$ cat config.mk
export PLATFORM = sky130hd
export DESIGN_NAME = rfp_div_cell
export DESIGN_NICKNAME = d
export VERILOG_FILES = /design/src/rtl/rfp_pkg.sv /design/src/rtl/rfp_div_cell.sv
export SDC_FILE = /design/constraint.sdc
export NUM_CORES = 1
export LEC_CHECK = 0
export BUFFER_PORTS_ARGS = -buffer_cell sky130_fd_sc_hd__buf_2
export CAP_MARGIN = 20
export CORE_MARGIN = 2
export CORE_UTILIZATION = 30
export CTS_CLUSTER_DIAMETER = 150
export DETAILED_ROUTE_END_ITERATION = 8
export PLACE_DENSITY_LB_ADDON = 0.12
export SETUP_SLACK_MARGIN = 0.1
export SLEW_MARGIN = 40
export SYNTH_ARGS = -nofsm -noshare
export SYNTH_HDL_FRONTEND = slang
export SYNTH_SLANG_ARGS = --single-unit
$ cat constraint.sdc
create_clock -name clk -period 0.8 [get_ports clk]
set_input_delay 0.04 -clock clk [delete_from_list [all_inputs] [get_ports clk]]
set_output_delay 0.04 -clock clk [all_outputs]
set_load 0.005 [all_outputs]
$ cat src/rtl/rfp_pkg.sv
// Shared types, constants and the sine table builder for the radial falloff profile block.
// Used by every module in this folder; depends on nothing else.
package rfp_pkg;

    localparam int OFFSET_WIDTH     = 16;
    localparam int SINE_TABLE_DEPTH = 256;
    localparam int SIZE_W           = 13;
    localparam int MODE_W           = 2;
    localparam int INDEX_W          = 2;
    localparam int D_W              = 16;
    localparam int WEIGHT_W         = 17;
    localparam int ONE_Q14          = 16384;
    localparam int S_W              = 2 * OFFSET_WIDTH;
    localparam int V_W              = S_W + 22;
    localparam int ROOT_W           = V_W / 2;
    localparam int REM_W            = ROOT_W + 2;
    localparam int DREM_W           = SIZE_W + 1;
    localparam int TAB_W            = 15;
    localparam int TIDX_W           = $clog2(SINE_TABLE_DEPTH + 1);
    localparam longint unsigned HALF_PI_Q30 = 64'd1686629713;

    // Register indexes of the configuration port.
    localparam logic [INDEX_W-1:0] REG_BRUSH_SIZE   = 2'd0;
    localparam logic [INDEX_W-1:0] REG_FALLOFF_MODE = 2'd1;

    // Falloff modes.
    localparam logic [MODE_W-1:0] MODE_LINEAR  = 2'd0;
    localparam logic [MODE_W-1:0] MODE_STRETCH = 2'd1;
    localparam logic [MODE_W-1:0] MODE_CURVE   = 2'd2;
    localparam logic [MODE_W-1:0] MODE_NONE    = 2'd3;

    typedef struct packed {
        logic signed [OFFSET_WIDTH-1:0] offset_x;
        logic signed [OFFSET_WIDTH-1:0] offset_y;
    } item_t;

    typedef struct packed {
        logic signed [WEIGHT_W-1:0] weight;
        logic                       distance_saturated;
    } result_t;

    // Control bits that travel with every item along the chain.
    typedef struct packed {
        logic valid;
        logic sat;
    } ctl_t;

    // Quarter-wave sine entry in Q14, evaluated at elaboration by a Q30 Taylor series.
    function automatic logic [TAB_W-1:0] sin_entry(input int unsigned i);
        longint unsigned x;
        longint unsigned mag;
        longint          sum;
        longint unsigned q;
        x   = (HALF_PI_Q30 * 64'(i)) / SINE_TABLE_DEPTH;
        mag = x;
        sum = longint'(x);
        for (int n = 1; n <= 10; n++)
        begin
            mag = (mag * x) >> 30;
            mag = (mag * x) >> 30;
            mag = mag / 64'((2 * n) * (2 * n + 1));
            if ((n % 2) == 1)
                sum = sum - longint'(mag);
            else
                sum = sum + longint'(mag);
        end
        if (sum < 0)
            sum = 0;
        q = (longint'(sum) + 64'd32768) >> 16;
        if (q > 64'(ONE_Q14))
            q = 64'(ONE_Q14);
        return q[TAB_W-1:0];
    endfunction

endpackage

$ cat src/rtl/rfp_div_cell.sv
// One cell of the divider chain: settles one quotient bit of root / brush size per cycle.
// Depends on rfp_pkg.
module rfp_div_cell (
    input  logic                          clk,
    input  logic                          rst_n,
    input  logic [rfp_pkg::SIZE_W-1:0]    divisor,
    input  rfp_pkg::ctl_t                 ctl,
    input  logic [rfp_pkg::DREM_W-1:0]    rem,
    input  logic [rfp_pkg::D_W-1:0]       quot,
    output rfp_pkg::ctl_t                 ctl_out,
    output logic [rfp_pkg::DREM_W-1:0]    rem_out,
    output logic [rfp_pkg::D_W-1:0]       quot_out
);

    rfp_pkg::ctl_t                 ctl_reg;
    logic [rfp_pkg::DREM_W-1:0]    rem_reg;
    logic [rfp_pkg::D_W-1:0]       quot_reg;
    logic [rfp_pkg::DREM_W-1:0]    rem_sh;
    logic [rfp_pkg::DREM_W-1:0]    dvs;
    logic                          take;

    // Shift in the next dividend bit, which leaves the top of the quotient word.
    always_comb
    begin
        rem_sh = {rem[rfp_pkg::DREM_W-2:0], quot[rfp_pkg::D_W-1]};
        dvs    = {1'b0, divisor};
        take   = (rem_sh >= dvs);
    end

    always_ff @(posedge clk or negedge rst_n)
    begin
        if (!rst_n)
            ctl_reg <= '0;
        else
            ctl_reg <= ctl;
    end

    always_ff @(posedge clk)
    begin
        rem_reg  <= take ? (rem_sh - dvs) : rem_sh;
        quot_reg <= {quot[rfp_pkg::D_W-2:0], take};
    end

    assign ctl_out  = ctl_reg;
    assign rem_out  = rem_reg;
    assign quot_out = quot_reg;

endmodule

==> impl_metrics.py <==
metrics = {
    "status": {
        "status": "complete, but fails checks",
        "violations": "setup timing",
    },
    "critical_path": {
        "end_kind": "flop",
        "crit_chain": "buf_12 > inv_12 > ha_4 > fa_2 > nand2b_4 > a211oi_4 > o311ai_4 > nand2_2 > a21oi_4 > buf_12 > mux2_4",
        "critPathSlowestCell": "fa_2",
        "cp_max_fo": 5,
        "path_common_cell": "buf_12",
        "cpPeakStageDelay_ps": 330,
        "required_ps": 970,
        "critPathLaunchType": "input port",
        "path_class": "input port to flop",
        "cp.arrival_ps": 1860,
    },
    "clock_network": {
        "holdBufCountCts": 18,
        "cts_tree": "built",
        "clockRootBuffer": "clkbuf_8",
        "htreeDepth": 2,
        "clock_sinks": 32,
        "clkTransAtPathRegs_ps": 70,
        "numCtsBuffers": 5,
        "clockBufferDepth": 2,
    },
    "synthesis": {
        "netlist_area_um2": 1560,
        "yosysWarnings": 0,
        "yosysTopAreaCellShare_pct": 38.49,
        "syn-num-nets": 212,
        "synth_seq_cells": 32,
        "synthTopCellsByArea": "dfxtp_1, ha_1, mux2_4, inv_1, dfrtp_1",
        "ys_seq_area_share_pct": 41.70,
        "yosys.area.top_type": "dfxtp_1",
        "synth_area_per_cell_um2": 10.33,
        "ys_types": 36,
        "syn_inst": 151,
    },
    "die": {
        "start_util_pct": 30.74,
        "die_h_um": 76.12,
        "die-width_um": 76.12,
        "core_um2": 5075,
        "num_rows": 26,
        "die_area_um2": 5793,
        "io_pins": 79,
    },
    "worst_hold_path": {
        "hold_class": "input port to flop",
        "hold_depth": 2,
    },
    "placed_design": {
        "placed_cells": 332,
        "place_congestion": 0.7756,
        "dp_hpwl_um": 2934,
        "port_buffers": 77,
    },
    "timing": {
        "finalCritPeriodShare_pct": 211.1,
        "fin_setup_tns_ps": -12670,
        "whs_ps": 5.285,
        "setup_ws_ps": -888.6,
        "slew_viol_final": 0,
        "rsz0062_at_grt": "yes",
        "period_needed_ps": 1689,
        "final_hold_viol_count": 0,
        "relSlewSlack_pct": 74.80,
        "setup_viol": 15,
        "worst_slew_pin_slew_ps": 377.2,
        "fmax_mhz": 592.2,
    },
    "cells_and_area": {
        "seq_area_um2": 663.1,
        "nets": 355,
        "final_common_cell": "buf_2",
        "drive_above_1_share_pct": 60.68,
        "post-route-util_pct": 57.99,
        "num_antenna_cells": 0,
        "fillers": 465,
        "area_delta_synth_final_pct": 88.61,
        "fin_cells": 365,
        "multi_input_comb_area_um2": 1054,
        "final_cell_mix": "buf_2, buf_4, dfxtp_1",
    },
    "drt": {
        "num_vias": 1575,
        "ant_nets": 0,
        "drc": 0,
        "viasPerCell": 4.315,
        "wl_per_cell_um": 11.37,
        "drt-total-wl_um": 4151,
        "firstDrtPassIters": 4,
        "drt_iter0_drc": 47,
    },
    "run": {
        "cap_violations": 0,
    },
    "global_routing": {
        "grtUsageTotal_pct": 14.78,
        "grt_max_degree": 11,
        "grt_pass1_vias": 1575,
        "antenna_found_initial": 0,
        "grt_overflow_total": 0,
        "grt_pass1_wl_um": 6906,
    },
    "pwr": {
        "leakage_nw": 1.416,
        "power_density_nw_per_um2": 1631,
        "vdd_ir_drop_max_v": 0.0007744,
    },
}
## worst max-delay path, delay by kind of cell
kind | cells | cell delay [ps]
buffers and inverters | 3 | 270
AND/OR/NAND/NOR | 2 | 310
multiplexers | 1 | 290
AO/OA/AOI/OAI | 3 | 480
adder cells (fa/ha/maj) | 2 | 480
## through the flow
step                      total power [mW]  setup slack (ps)  area [µm²]
after CTS                            4.782            -873.3        2873
after floorplan                      2.628             -1038        1695
final                                4.799            -888.6        2943
after global placement               3.222             -1361        2410
after detailed placement             3.228             -1429        2410
after global routing                 5.112            -953.2        2943
## sequential cells by signal, summed over array words and instances (netlist names)
register,flops
rem_out,14
quot_out,16
ctl_out,2
## routing by layer
layer | vias up | share of wire, % | global-route usage [%]
li1 | 810 | - | -
met2 | 52 | 52 | 26.52
met3 | 9 | 6.1 | 3.910
met4 | 0 | 1.3 | 6.364
met5 | - | 0 | 0
met1 | 704 | 41 | 16.45
## Yosys cell counts, drive strengths merged
| cell | number |
|---|---|
| mux2i | 2 |
| buf | 2 |
| mux2 | 10 |
| a21oi | 9 |
| a21o | 4 |
| fa | 1 |
| nand2b | 2 |
| nor3 | 4 |
| or2b | 1 |
| nand3 | 3 |
| and2 | 1 |
| nor2b | 1 |
| o41ai | 1 |
| o311ai | 2 |
| ha | 13 |
| o21a | 4 |
| nand2 | 11 |
| xnor2 | 4 |
| o21bai | 1 |
| and3 | 4 |
| nand4 | 2 |
| xor2 | 4 |
| o31a | 1 |
| or4 | 1 |
| dfrtp | 2 |
| clkbuf | 1 |
| a211oi | 2 |
| nor4 | 2 |
| inv | 15 |
| dfxtp | 30 |
| o21ai | 5 |
| nor2 | 6 |
## logic make-up after synthesis
group	Yosys count	share of synthesized area, %
adder cells (fa/ha/maj)	14	11.71
multiplexers	12	9.944
AND/OR/NAND/NOR	38	12.11
XOR/XNOR	8	4.490
buffers and inverters	18	5.533
AO/OA/AOI/OAI	29	14.52
flip-flops	32	41.70
## power breakdown
group          total (mW)  switching, mW  internal [mW]
clock network        1.29          0.587          0.698
logic                1.67          0.673          0.999
registers            1.84         0.0419           1.80
## layout make-up
cell class | instances | share of cell area, %
clock buffer | 7 | 2.934
clock inverter | 1 | 0.2551
inverter | 15 | 2.679
multi-input combinational | 102 | 35.80
sequential | 32 | 22.53
tap | 70 | 2.976
timing repair buffer | 138 | 32.82
## worst paths after layout
path | start | end | slack [ps]
worst min-delay path | rem[3] | rem_out[4] | 5
min in group asynchronous | rst_n | ctl_out[0] | 60
worst max-delay path | quot[15] | rem_out[2] | -890
max in group asynchronous | rst_n | ctl_out[1] | 640
## timing repair
| action | CTS | global route |
|---|---|---|
| endpoints found under the hold margin | 21 | 2 |
| buffers inserted | 7 | 1 |
| pin swaps | 13 | 3 |
| setup endpoints to repair | 47 | 47 |
| gates cloned | 1 | 0 |
| gates resized for setup | 26 | 25 |
Note: power is estimated with default switching activity, not from simulation.
