## config.mk

```make
export PLATFORM = sky130hd
export DESIGN_NAME = rfp_sqrt_cell
export DESIGN_NICKNAME = d
export VERILOG_FILES = /design/src/rtl/rfp_pkg.sv /design/src/rtl/rfp_sqrt_cell.sv
export SDC_FILE = /design/constraint.sdc
export NUM_CORES = 1
export LEC_CHECK = 0
export BUFFER_PORTS_ARGS = -buffer_cell sky130_fd_sc_hd__buf_2
export CAP_MARGIN = 0
export CORE_ASPECT_RATIO = 1.1
export CORE_MARGIN = 5
export CORE_UTILIZATION = 45
export CTS_CLUSTER_SIZE = 20
export DETAILED_ROUTE_END_ITERATION = 6
export PLACE_DENSITY = 0.81
export SYNTH_ARGS = -nofsm -noshare
export SYNTH_HDL_FRONTEND = slang
export SYNTH_SLANG_ARGS = --single-unit
```

## constraint.sdc

```tcl
create_clock -name clk -period 0.8 [get_ports clk]
set_input_delay 0.08 -clock clk [delete_from_list [all_inputs] [get_ports clk]]
set_output_delay 0.08 -clock clk [all_outputs]
set_load 0.02 [all_outputs]
```

## src/rtl/rfp_pkg.sv

```systemverilog
// Shared types, constants and the sine table builder for the radial falloff profile block.
// Used by every module in this folder; depends on nothing else.
package rfp_pkg;

    localparam int OFFSET_WIDTH     = 16;
    localparam int SINE_TABLE_DEPTH = 256;
    localparam int SIZE_W           = 13;
    localparam int MODE_W           = 2;
    localparam int INDEX_W          = 2;
    localparam int D_W              = 16;
    localparam int WEIGHT_W         = 17;
    localparam int ONE_Q14          = 16384;
    localparam int S_W              = 2 * OFFSET_WIDTH;
    localparam int V_W              = S_W + 22;
    localparam int ROOT_W           = V_W / 2;
    localparam int REM_W            = ROOT_W + 2;
    localparam int DREM_W           = SIZE_W + 1;
    localparam int TAB_W            = 15;
    localparam int TIDX_W           = $clog2(SINE_TABLE_DEPTH + 1);
    localparam longint unsigned HALF_PI_Q30 = 64'd1686629713;

    // Register indexes of the configuration port.
    localparam logic [INDEX_W-1:0] REG_BRUSH_SIZE   = 2'd0;
    localparam logic [INDEX_W-1:0] REG_FALLOFF_MODE = 2'd1;

    // Falloff modes.
    localparam logic [MODE_W-1:0] MODE_LINEAR  = 2'd0;
    localparam logic [MODE_W-1:0] MODE_STRETCH = 2'd1;
    localparam logic [MODE_W-1:0] MODE_CURVE   = 2'd2;
    localparam logic [MODE_W-1:0] MODE_NONE    = 2'd3;

    typedef struct packed {
        logic signed [OFFSET_WIDTH-1:0] offset_x;
        logic signed [OFFSET_WIDTH-1:0] offset_y;
    } item_t;

    typedef struct packed {
        logic signed [WEIGHT_W-1:0] weight;
        logic                       distance_saturated;
    } result_t;

    // Control bits that travel with every item along the chain.
    typedef struct packed {
        logic valid;
        logic sat;
    } ctl_t;

    // Quarter-wave sine entry in Q14, evaluated at elaboration by a Q30 Taylor series.
    function automatic logic [TAB_W-1:0] sin_entry(input int unsigned i);
        longint unsigned x;
        longint unsigned mag;
        longint          sum;
        longint unsigned q;
        x   = (HALF_PI_Q30 * 64'(i)) / SINE_TABLE_DEPTH;
        mag = x;
        sum = longint'(x);
        for (int n = 1; n <= 10; n++)
        begin
            mag = (mag * x) >> 30;
            mag = (mag * x) >> 30;
            mag = mag / 64'((2 * n) * (2 * n + 1));
            if ((n % 2) == 1)
                sum = sum - longint'(mag);
            else
                sum = sum + longint'(mag);
        end
        if (sum < 0)
            sum = 0;
        q = (longint'(sum) + 64'd32768) >> 16;
        if (q > 64'(ONE_Q14))
            q = 64'(ONE_Q14);
        return q[TAB_W-1:0];
    endfunction

endpackage

```

## src/rtl/rfp_sqrt_cell.sv

```systemverilog
// One cell of the square root chain: settles one root bit per cycle.
// Depends on rfp_pkg.
module rfp_sqrt_cell (
    input  logic                          clk,
    input  logic                          rst_n,
    input  rfp_pkg::ctl_t                 ctl,
    input  logic [rfp_pkg::V_W-1:0]       radicand,
    input  logic [rfp_pkg::REM_W-1:0]     rem,
    input  logic [rfp_pkg::ROOT_W-1:0]    root,
    output rfp_pkg::ctl_t                 ctl_out,
    output logic [rfp_pkg::V_W-1:0]       radicand_out,
    output logic [rfp_pkg::REM_W-1:0]     rem_out,
    output logic [rfp_pkg::ROOT_W-1:0]    root_out
);

    rfp_pkg::ctl_t                 ctl_reg;
    logic [rfp_pkg::V_W-1:0]       radicand_reg;
    logic [rfp_pkg::REM_W-1:0]     rem_reg;
    logic [rfp_pkg::ROOT_W-1:0]    root_reg;
    logic [rfp_pkg::REM_W-1:0]     rem_sh;
    logic [rfp_pkg::REM_W-1:0]     trial;
    logic                          take;

    // Bring down the next two radicand bits and try the next root bit.
    always_comb
    begin
        rem_sh = {rem[rfp_pkg::ROOT_W-1:0], radicand[rfp_pkg::V_W-1 -: 2]};
        trial  = {root, 2'b01};
        take   = (rem_sh >= trial);
    end

    always_ff @(posedge clk or negedge rst_n)
    begin
        if (!rst_n)
            ctl_reg <= '0;
        else
            ctl_reg <= ctl;
    end

    always_ff @(posedge clk)
    begin
        radicand_reg <= {radicand[rfp_pkg::V_W-3:0], 2'b00};
        rem_reg      <= take ? (rem_sh - trial) : rem_sh;
        root_reg     <= {root[rfp_pkg::ROOT_W-2:0], take};
    end

    assign ctl_out      = ctl_reg;
    assign radicand_out = radicand_reg;
    assign rem_out      = rem_reg;
    assign root_out     = root_reg;

endmodule

```

==> run summary, run 1 <==
The number of synthesized register bits came out at 110. The share of async-settable or async-resettable flops after synthesis was 1.82%; the maximum number of pins on one net before global-route repair was 19. The die span in x is 105 microns, and the effective utilization at floorplan is 45.7%. The number of buffers inserted by port buffering is 221. The run gives 3 as the level count of the clock H-tree. The logs give 226 for the number of placed I/O pins and 69.0% for the global-route usage over all layers. For the initial antenna violation count, the log shows 2.

For the row count, the log shows 38. The xor and xnor fraction of the mapped netlist area came out at 4.30%. A synthesized cell averages 10.3 sq um.

The buffer depth of the longest clock path was 2. The logs give 9 for the total CTS buffers and 8 for the aggregate global routing overflow. The tree is rooted in a sky130_fd_sc_hd__clkbuf_8. The run ended at global routing (5_1_grt).

After legalization and detailed placement, the total HPWL measured 11600 microns. The tool reported: "[ERROR GRT-0232] Routing congestion too high. Check the congestion heatmap in the GUI". Summing the areas of all compound-gate instances in the mapped netlist gives 16.2% of the synthesized area. For this run, the leading register cell type out of synthesis is sky130_fd_sc_hd__dfxtp_1. The adder-cell share of the synthesized area is 8.11%. The placed cell count came out at 865. The netlist area before placement is 4480 sq um. The last worst endpoint in the global-route repair_timing is rem_out[20]$_DFF_P_/D.

The run gives 436 as the post-synthesis instance total. The flow did not finish. At the end of routability-driven placement, the weighted congestion stood at 0.886. The synthesized design contains 0 enable-type register cells.

Yosys printed 0 warnings. The synthesized netlist devotes 10.4% of its cell area to simple gates. After the last repair the worst path ends at a sequential cell input. The share of the yosys chip area belonging to registers came out at 49.4%. By area, the combinational part of the netlist is dominated by compound AO/OA/AOI/OAI gates. For the number of clock sinks, the log shows 110. The synthesized netlist contains 59 unique library cells. Multiplexer cells account for 5.76% of the synthesized area. Measured along the y axis, the die boundary spans 115 microns.
==> metrics by stage <==
| step | setup TNS, ns | setup slack, ns | area [sq um] | hold WS (ns) |
|---|---|---|---|---|
| floorplan | -41.99 | -1.47 | 4730 | -0.216 |
| global placement | -47.01 | -1.63 | 6620 | -0.134 |
| detailed placement | -49.23 | -1.69 | 6620 | -0.132 |
| CTS | -46.22 | -1.13 | 9040 | -0.205 |
==> kinds of logic after synthesis <==
kind of cell | Yosys count
adder cells (fa/ha/maj) | 29
other | 1
buffers and inverters | 52
AND/OR/NAND/NOR | 93
flip-flops | 110
multiplexers | 23
XOR/XNOR | 22
AO/OA/AOI/OAI | 106
==> metal layers <==
metal	GRT overflow	GRT usage, %
met1	0	65.1
met2	3	89.0
met3	0	52.7
met4	5	73.9
met5	0	13.4
==> timing repair <==
| item | in CTS |
|---|---|
| endpoints found under the setup margin | 140 |
| hold endpoints to repair | 103 |
| pin swaps | 10 |
| cloned | 1 |
| hold buffers | 101 |
| buffers inserted | 13 |
| resized for setup | 383 |
==> cell usage after synthesis (2+ instances only) <==
cell type	count	share of area [%]
sky130_fd_sc_hd__dfxtp_1	108	48
sky130_fd_sc_hd__a21o_1	13	2.2
sky130_fd_sc_hd__mux2_2	22	5.5
sky130_fd_sc_hd__o22ai_1	3	0.42
sky130_fd_sc_hd__and3_1	6	0.84
sky130_fd_sc_hd__o311ai_0	2	0.39
sky130_fd_sc_hd__o2111ai_1	2	0.39
sky130_fd_sc_hd__buf_6	2	0.50
sky130_fd_sc_hd__xor2_1	7	1.4
sky130_fd_sc_hd__a31oi_1	4	0.56
sky130_fd_sc_hd__o211ai_1	3	0.50
sky130_fd_sc_hd__buf_4	6	1.0
sky130_fd_sc_hd__nand3_1	7	0.78
sky130_fd_sc_hd__or3_1	2	0.28
sky130_fd_sc_hd__nor3b_1	2	0.34
sky130_fd_sc_hd__a21oi_1	23	2.6
sky130_fd_sc_hd__inv_1	35	2.9
sky130_fd_sc_hd__nor2_1	20	1.7
sky130_fd_sc_hd__dfrtp_1	2	1.1
sky130_fd_sc_hd__or2_2	2	0.28
sky130_fd_sc_hd__o21a_1	6	1.0
sky130_fd_sc_hd__ha_1	29	8.1
sky130_fd_sc_hd__a21o_2	2	0.39
sky130_fd_sc_hd__nand4_1	7	0.98
sky130_fd_sc_hd__a211oi_1	3	0.50
sky130_fd_sc_hd__clkbuf_1	2	0.17
sky130_fd_sc_hd__clkbuf_8	2	0.61
sky130_fd_sc_hd__buf_2	4	0.45
sky130_fd_sc_hd__xnor2_1	15	2.9
sky130_fd_sc_hd__nand2_1	26	2.2
sky130_fd_sc_hd__nor3_1	11	1.2
sky130_fd_sc_hd__o31ai_1	4	0.67
sky130_fd_sc_hd__o21ai_0	28	3.1
==> inputs of run 2 (changes only) <==
--- a/config.mk
+++ b/config.mk
@@ -7,12 +7,10 @@
 export LEC_CHECK = 0
 export BUFFER_PORTS_ARGS = -buffer_cell sky130_fd_sc_hd__buf_2
 export CAP_MARGIN = 0
-export CORE_ASPECT_RATIO = 1.1
 export CORE_MARGIN = 5
-export CORE_UTILIZATION = 45
-export CTS_CLUSTER_SIZE = 20
+export CORE_UTILIZATION = 30
 export DETAILED_ROUTE_END_ITERATION = 6
-export PLACE_DENSITY = 0.81
+export PLACE_DENSITY_LB_ADDON = 0.15
 export SYNTH_ARGS = -nofsm -noshare
 export SYNTH_HDL_FRONTEND = slang
 export SYNTH_SLANG_ARGS = --single-unit
==> run summary, run 2 <==
At the end of routability-driven placement, the weighted congestion stood at 0.849. For this design the top-level I/O count stands at 226. Ratio of final minimum period to clock period: 248%.

In the synthesized netlist the async set-or-reset flop fraction comes to 1.82%. After legalization and detailed placement, the total HPWL measured 12000 microns. Together, buffers and inverters on the worst path number 3.

The tools report the setup-violating endpoint count in the final report as 140. The critical path is of the in2reg type. The most common cell after layout, fill and taps aside was sky130_fd_sc_hd__buf_6. For the aggregate global routing overflow, the log shows 0.

The commonest cells after synthesis are 108 x sky130_fd_sc_hd__dfxtp_1, 35 x sky130_fd_sc_hd__inv_1, 29 x sky130_fd_sc_hd__ha_1. After the first detailed-routing iteration, the DRC count stood at 156. Dividing the detail-routed wire length by the instance count gives 16.0 microns. The dominant delay contributor by cell family on the critical path was compound AO/OA/AOI/OAI gates.

The number of design rule violations left after detail routing came out at 0. The number of different library cells used by synthesis comes to 59. Across the run, the number of max-cap violations was 0. The first-pass GRT wire length is 26400 microns, and the power per unit of standard cell area is 1790 nW/um^2. The area fraction of the dominant cell type after synthesis works out to 48.3%.

The most repeated cell in the gate-level netlist after synthesis was sky130_fd_sc_hd__dfxtp_1. Once detail routing completed, the nets flagged for antenna violations numbered 0. The tightest hold margin came out at 0.00588 ns. The worst hold path startpoint is rem[0]. The final reports fail on setup timing. The tools report the sum of routed wire length over all layers as 16700 microns.

The critical path goes through buf_6, ha_4, or3_4, o22ai_4, o21a_1, o211ai_1, buf_4, a211oi_4, or2_4, clkbuf_16, mux2_4. The aggregate negative setup slack was -41.94 ns. At the worst endpoint, the required time is 1.04 ns. The initial utilization of the core area, before any placement, comes to 30.7%.

The worst-path cell with the longest stage delay was sky130_fd_sc_hd__or3_4. Global routing consumed, over all layers together, 18.7% of the routing resources. For this design the static power due to leakage is 4.36 nW.

The initial antenna violation count is 3. The leading register cell type out of synthesis is sky130_fd_sc_hd__dfxtp_1. The library cells used most frequently in the layout, excluding fill and tap cells, are 130 x sky130_fd_sc_hd__buf_6, 108 x sky130_fd_sc_hd__dfxtp_2, 100 x sky130_fd_sc_hd__dlygate4sd3_1.

The run gives 4 as the first-pass iteration count of the detailed router. The run gives 504 MHz as the maximum clock frequency. The class of the tightest hold or removal check is in2reg. In this run, synthesis inferred 0 flip-flops with an integrated enable. Sorting the synthesized cells by area gives the leading types as sky130_fd_sc_hd__dfxtp_1 48%, sky130_fd_sc_hd__ha_1 8.1%, sky130_fd_sc_hd__mux2_2 5.5%.

The logs give 0.00101 V for the highest ir drop seen on vdd and 0 for the number of antenna diodes. The die span in x is 132 microns, and the number of flip-flops under the largest register name is 52. Fill cells in the final layout number 1202. The via count of the first global-routing pass is 5092, and the count of yosys warnings during synthesis is 0.

The count of endpoints failing hold in the final timing report was 0. The endpoint class of the critical path is a register. The setup slack of the critical path after layout is -1.18 ns.

The type of element launching the critical path is an input port. The post-layout instance count excluding filler cells was 1046. After technology mapping, the gate count stands at 436.

The worst-path maximum fanout works out to 5. The tools report the share of the yosys chip area belonging to registers as 49.4%. The largest single stage delay on the critical path is 0.39 ns.

Setup repair after global routing could not meet its margin everywhere. The tree built by TritonCTS fans out to 110 sinks. The cell area that synthesis handed to floorplanning was 4480 sq um. The buffer depth of the longest clock path came out at 2. Mean instance size in the synthesized netlist: 10.3 sq um. The number of synthesized register bits was 110. Measured along the y axis, the die boundary spans 132 microns.

After floorplanning, the core was sized to cover 14600 sq um. The flow ran to the end, but the final reports show violations. The die covers 17500 sq um. The placed cell count is 919, and the final period demand of the worst path is 1.98 ns. The synthesized design spends more area on one cell type than any other, namely sky130_fd_sc_hd__dfxtp_1.

Clock root buffer master: sky130_fd_sc_hd__clkbuf_16. The final layout contains 1000 nets. The row count was 44. The number of pins exceeding their max-slew limit in the final report is 0, and the clock transition at the registers of the reported paths is 0.07 ns.

Data on the critical path arrives at its endpoint at 2.23 ns. Buffers inserted during clock tree synthesis total 9. For the multi-input logic area, the log shows 2420 sq um.

The via count was 4763; the synthesis-to-finish area growth was 106%. Number of buffers inserted by port buffering: 221. TritonCTS built the clock tree. Summing all flip-flop and latch instances after layout gives 2350 sq um.

Entering global routing, the biggest net connects 22 pins. The tools report the launching instance or port of the critical path as rem[2]. The H-tree was split into 3 levels. The fraction of final layout cells sized beyond drive strength 1 is 62.3%, and the via-per-instance ratio is 4.55.
-- run 2: final timing paths --
path	end	slack [ns]	depth (start not counted)
min in group asynchronous	ctl_out[1]	0.08	2
max in group asynchronous	ctl_out[0]	0.63	2
worst min-delay path	rem_out[2]	0.006	3
worst max-delay path	rem_out[21]	-1.18	11
-- run 2: what timing repair did --
| item | in CTS | in global routing |
|---|---|---|
| buffers inserted | 6 | 4 |
| pin swaps | 12 | 18 |
| resized for setup | 367 | 38 |
| endpoints found under the setup margin | 140 | 140 |
| hold buffers | 99 | 1 |
| gates cloned | 0 | 1 |
| endpoints found under the hold margin | 100 | 1 |
-- run 2: logic make-up (layout without fill, tap and decap cells) --
logic type | Yosys count | in the layout | share of synthesized area (%)
AOI/OAI and AO/OA | 106 | 106 | 16.2
xor gates and xnor gates | 22 | 22 | 4.30
adders and majority gates | 29 | 29 | 8.11
buffers and inverters | 52 | 477 | 5.79
DFF | 110 | 110 | 49.4
muxes | 23 | 23 | 5.76
other | 1 | 2 | 0.0838
and+or+nand+nor | 93 | 93 | 10.4
-- run 2: final cells by class --
type	count	share of cell area, %
clock buffers	9	2.44
well taps	184	2.50
repair buffers	426	40.9
inverters	35	1.62
flip-flops and latches	110	25.5
clock inverters	7	0.788
multi-input cells	275	26.3
-- run 2: report_power, final --
| part | total [mW] | leakage, nW | switching, mW | internal (mW) |
|---|---|---|---|---|
| logic | 5.74 | 3.27 | 2.51 | 3.23 |
| registers | 6.31 | 0.936 | 0.249 | 6.06 |
| clock network | 4.41 | 0.149 | 2.19 | 2.22 |
| total | 16.5 | 4.36 | 4.95 | 11.5 |
-- run 2: routing by layer --
layer  vias to the layer above  track usage (%)  part of all wire (%)
met5                         -                0                  0.24
met4                         6             4.34                   1.2
met3                        21             6.64                   7.0
met2                       159             34.4                    52
met1                      2210             20.5                    40
li1                       2367                -                     -
-- run 2: stage by stage --
step,cell area [sq um],worst slack (ns),util [%],power (mW)
after floorplan,4730,-1.47,-,8.79
after global placement,6620,-1.82,45.4,10.6
after detailed placement,6620,-1.72,45.4,10.6
after CTS,8970,-1.22,61.5,16.4
after global routing,9210,-1.26,63.1,17.3
final,9210,-1.18,63.1,16.5
Note: power is estimated with default switching activity, not from simulation.
